===== src/rtl/assert_macros.svh =====
// assertion macros for the rtl files
`ifndef ASSERT_MACROS_SVH
`define ASSERT_MACROS_SVH

// clocked check, disabled while reset is asserted
`define CHK_CLK(lbl, prop, msg) \
    lbl: assert property (@(posedge clk) disable iff (!rst_n) prop) else $error(msg);

// clocked check that also holds during reset
`define CHK_ALWAYS(lbl, prop, msg) \
    lbl: assert property (@(posedge clk) prop) else $error(msg);

`endif


===== src/rtl/aes_cbc_ram.sv =====
// generic single-write, single-read ram with registered read data
module aes_cbc_ram #(
    parameter int WIDTH = 128,
    parameter int DEPTH = 11
) (
    input  logic                     clk,
    input  logic                     we,
    input  logic [$clog2(DEPTH)-1:0] waddr,
    input  logic [WIDTH-1:0]         wdata,
    input  logic [$clog2(DEPTH)-1:0] raddr,
    output logic [WIDTH-1:0]         rdata
);

    logic [WIDTH-1:0] mem [0:DEPTH-1];

    always_ff @(posedge clk)
    begin
        if (we)
        begin
            mem[waddr] <= wdata;
        end
        rdata <= mem[raddr];
    end

endmodule


===== config.mk =====
export PLATFORM = sky130hd
export DESIGN_NAME = aes_cbc_ram
export DESIGN_NICKNAME = d
export VERILOG_FILES = /design/src/rtl/assert_macros.svh /design/src/rtl/aes_cbc_ram.sv
export SDC_FILE = /design/constraint.sdc
export NUM_CORES = 1
export LEC_CHECK = 0
export BUFFER_PORTS_ARGS = -buffer_cell sky130_fd_sc_hd__buf_4
export CORE_ASPECT_RATIO = 1.1
export CORE_MARGIN = 1.5
export CORE_UTILIZATION = 60
export DETAILED_ROUTE_END_ITERATION = 7
export PLACE_DENSITY = 0.85
export REMOVE_ABC_BUFFERS = 1
export SLEW_MARGIN = 10
export SYNTH_ARGS = -nofsm -noshare
export SYNTH_HDL_FRONTEND = slang
export SYNTH_SLANG_ARGS = --single-unit

===== constraint.sdc =====
create_clock -name clk -period 17.7 [get_ports clk]
set_input_delay 3.54 -clock clk [delete_from_list [all_inputs] [get_ports clk]]
set_output_delay 3.54 -clock clk [all_outputs]
set_load 0.1 [all_outputs]

==> results.txt <==
For the worst setup path, the data required time is 18.27 ns. The met2 track demand over resource in global routing is 41.3%. After synthesis, the netlist uses 20 different library cells. The number of gates given a new drive strength after cts came out at 0.

In this run the critical register-to-register path is captured at rdata[126]$_DFF_P_. The share of synthesized area occupied by flip-flops and latches is 78.0%. The average cell area after synthesis came out at 19.0 um^2. The tree built by TritonCTS fans out to 1,536 sinks. The worst hold-check slack is 0.572 ns. The die covers 97,600 um^2. The number of placement rows is 118. Counting flops and latches in the post-synthesis netlist gives 1,536. The number of nets in the layout came out at 3,426. The minimum setup slack among reg-to-reg paths is 15.98 ns. The first global-routing pass estimated 185,000 um of wire. The number of global-route vias before repair came out at 30,700. Net switching is 22.6% of the power. By startpoint and endpoint, the worst setup path is classified as in2reg. Yosys mapped a number of flops with a built-in enable equal to 1,408. Cell internal power was estimated by the tool at 0.00602 W. Yosys attributes the largest share of cell area to sky130_fd_sc_hd__edfxtp_1 (74%), sky130_fd_sc_hd__mux2_2 (7.5%), sky130_fd_sc_hd__dfxtp_1 (4.5%), sky130_fd_sc_hd__mux2i_1 (4.5%), sky130_fd_sc_hd__a22o_1 (2.0%). For this run, global-route usage on met3 was measured as 5.09%. The number of remaining DRC errors is 0. The fraction of layout instances using a drive strength above 1 is 26.8%.

The tool flagged a number of max-cap violations equal to 0. Walking the worst path, the cells encountered are buf_8, buf_4, buf_4, buf_4, mux2_2, o211ai_1, o31ai_1. The area growth from synthesis to layout is 13.7%. The worst hold path terminates at rdata[75]$_DFF_P_. The total of buffers placed on input and output ports is 265. The worst reg2reg path depth came out at 3. Post-CTS timing repair inserted 0 buffers for setup.

The insertion delay to the later sink of the worst-skew pair came out at 0.74 ns. The kind of end point of the critical path is a flop. The summed negative setup slack over all endpoints is 0 ns. The overall routed net length came out at 125,000 um.

In this run the most used layer during global routing was met2. The flow ran to the end, and the final reports show no timing, DRC or antenna violations. The net switching power came out at 0.00175 W.

The startpoint identified for the worst hold timing path is mem[10][75]$_DFFE_PP_. The maximum resistive drop on vdd is 86.7 uV. The number of top-level design ports came out at 266. The minimum clock period after layout is 7.32 ns. The area of the mapped netlist is 57,500 um^2.

The count of endpoints failing setup in the final report came out at 0. The fraction of post-synthesis cell area in the top cell type by area is 73.6%. The height of the die came out at 328 um. The starting DRC count in detailed routing is 2,814. The final cycle utilization of the critical path is 41.4%. The count of warnings emitted by yosys came out at 0. The detailed-route via count is 29,500. The all-layer global routing usage came out at 25.5%. Data on the critical path arrives at its endpoint at 7.89 ns. The count of endpoints failing hold in the final timing report came out at 0. Counting along the longest clock path gives a buffer depth of 3. Entering global routing, the biggest net connects 153 pins. The number of standard cells after synthesis came out at 3,021. Counting the buffers created by CTS gives 145. The worst hold path belongs to the class reg2reg. The total core area came out at 94,500 um^2. The sort of element at the start of the critical path is an input port.

From left edge to right edge, the die measures 298 um. For this design, the slowest cell found on the critical path is sky130_fd_sc_hd__buf_4. The startpoint identified for the worst register-to-register timing path is mem[1][126]$_DFFE_PP_. Per report_power, the combinational group accounts for 7.9% of the total. After synthesis, the most frequently instantiated cells are sky130_fd_sc_hd__edfxtp_1 (1,408), sky130_fd_sc_hd__mux2_2 (384), sky130_fd_sc_hd__mux2i_1 (256). The total power density per cell area came out at 119 nW/um^2. Counting instances, the worst hold path has a depth of 3.

The fraction of registers with async set/reset came out at 0%. TritonCTS built the clock tree. In this design, the critical path's most frequently occurring cell is sky130_fd_sc_hd__buf_4. The power share of the clock group is 39.5%.

The H-tree depth is 4. The top flip-flop cell by instance count after synthesis is sky130_fd_sc_hd__edfxtp_1. The actual transition at the worst max-transition pin came out at 1.12 ns.

The number of antenna violations at the first check in global routing came to 15. The via-per-instance ratio came out at 6.30. The clock transition at the registers of the reported paths came out at 0.06 ns. By instance count, the leading cell after synthesis is sky130_fd_sc_hd__edfxtp_1. The half-perimeter wire length after placement is 57,800 um. The count of hold-fix buffers inserted at cts is 0. The final number of max-transition violations came out at 0.

The count of antenna-violating nets left after detailed routing came out at 0. The standby leakage power came out at 22.0 nW. The filler cells instantiated in the layout total 5,641. The met1 track demand over resource in global routing is 34.6%. Derived from the worst setup path, the maximum achievable clock frequency is 137 MHz.

The number of iterations in the first detailed-routing pass is 6. Once the floorplan was initialized, standard cells occupied 60.8% of the core. CTS placed an instance of sky130_fd_sc_hd__clkbuf_16 at the clock tree root. Dividing the detail-routed wire length by the instance count gives 26.7 um. The total congestion overflow came out at 0. The maximum net fanout on the critical path is 91. The largest stage delay on the critical path came out at 0.94 ns. The largest clock skew in the final design came out at 0.0259 ns. The share of total power in sequential cells came out at 52.6%. Setup repair after global routing left no endpoint under its margin. The largest area contributor in the netlist is sky130_fd_sc_hd__edfxtp_1. The congestion estimate from routability-driven global placement came to 0.743. The remaining max-slew budget at the tightest pin came out at 25.1%.
cell families (layout without fill, tap and decap cells):
logic type,Yosys count,after routing,synth area share (%)
DFF,1536,1536,78.0
muxes,640,640,12.0
buffers and inverters,184,570,1.71
and+or+nand+nor,149,149,1.58
other,0,8,0
AOI/OAI and AO/OA,512,512,6.69
cell type report:
type / count / area, um^2 / share of cell area, %
Clock inverter: 58 / 591 / 0.904
Tap cell: 1260 / 1580 / 2.41
Timing Repair Buffer: 304 / 2420 / 3.70
Antenna cell: 8 / 20.0 / 0.0306
Multi-Input combinational cell: 1301 / 11700 / 18.0
Sequential cell: 1536 / 44800 / 68.6
Clock buffer: 208 / 4140 / 6.34
power by group through the flow:
stage | Combinational, W | Sequential, W | Clock, W
after detailed placement | 0.000610 | 0.00416 | 0
after global placement | 0.000597 | 0.00416 | 0
after CTS | 0.000614 | 0.00409 | 0.00310
after floorplan | 0.000166 | 0.00438 | 0
after global routing | 0.000640 | 0.00409 | 0.00324
final | 0.000614 | 0.00409 | 0.00307
layer usage:
metal  up-vias  routed length (um)
li1      12700                   -
met5         -                 102
met2      1481               61500
met4        16                3340
met3       254               10700
met1     15000               49000
registers in the layout (all words and copies together) (netlist names):
name   flops
mem     1408
rdata    128
worst max path at each step:
stage / startpoint / to / slack (ns) / cells after the start
4_1_cts: raddr[0] / rdata[17]$_DFF_P_ / 10.52 / 7
6_report: raddr[0] / rdata[17]$_DFF_P_ / 10.38 / 7
2_1_floorplan: waddr[3] / mem[0][0]$_DFFE_PP_ / 4.23 / 2
3_3_place_gp: raddr[0] / rdata[36]$_DFF_P_ / 9.90 / 7
5_1_grt: raddr[0] / rdata[17]$_DFF_P_ / 10.26 / 7
3_5_place_dp: raddr[0] / rdata[4]$_DFF_P_ / 9.84 / 7
worst max-delay path, delay by kind of cell:
family          cells  cell delay, ns
buf+inv             4            3.28
mux                 1            0.41
compound gates      2            0.35
cell usage in the layout, fill, tap and decap left out, types with 42 or more instances in the layout:
cell type / synthesis / layout
sky130_fd_sc_hd__nand2b_1: 131 / 130
sky130_fd_sc_hd__edfxtp_1: 1408 / 1408
sky130_fd_sc_hd__mux2_2: 384 / 384
sky130_fd_sc_hd__o211ai_1: 128 / 128
sky130_fd_sc_hd__mux2i_1: 256 / 256
sky130_fd_sc_hd__clkbuf_16: 0 / 151
sky130_fd_sc_hd__clkbuf_1: 93 / 42
sky130_fd_sc_hd__o22ai_1: 128 / 128
sky130_fd_sc_hd__a22o_1: 128 / 128
sky130_fd_sc_hd__dfxtp_1: 128 / 128
sky130_fd_sc_hd__o31ai_1: 128 / 128
sky130_fd_sc_hd__buf_4: 42 / 292
stage by stage:
| stage | cells | cell area (um^2) | total power [W] | util, % | worst slack (ns) |
|---|---|---|---|---|---|
| global placement | 4401 | 60600 | 0.00476 | 64.1 | 9.90 |
| finish | 4675 | 65300 | 0.00777 | 69.1 | 10.38 |
| CTS | 4667 | 65300 | 0.00780 | 69.1 | 10.52 |
| global route | 4674 | 65300 | 0.00797 | 69.1 | 10.26 |
| detailed placement | 4401 | 60600 | 0.00477 | 64.1 | 9.84 |
| floorplan | 2837 | 56500 | 0.00454 | - | 4.23 |
Power figures use the tool's default switching activity.
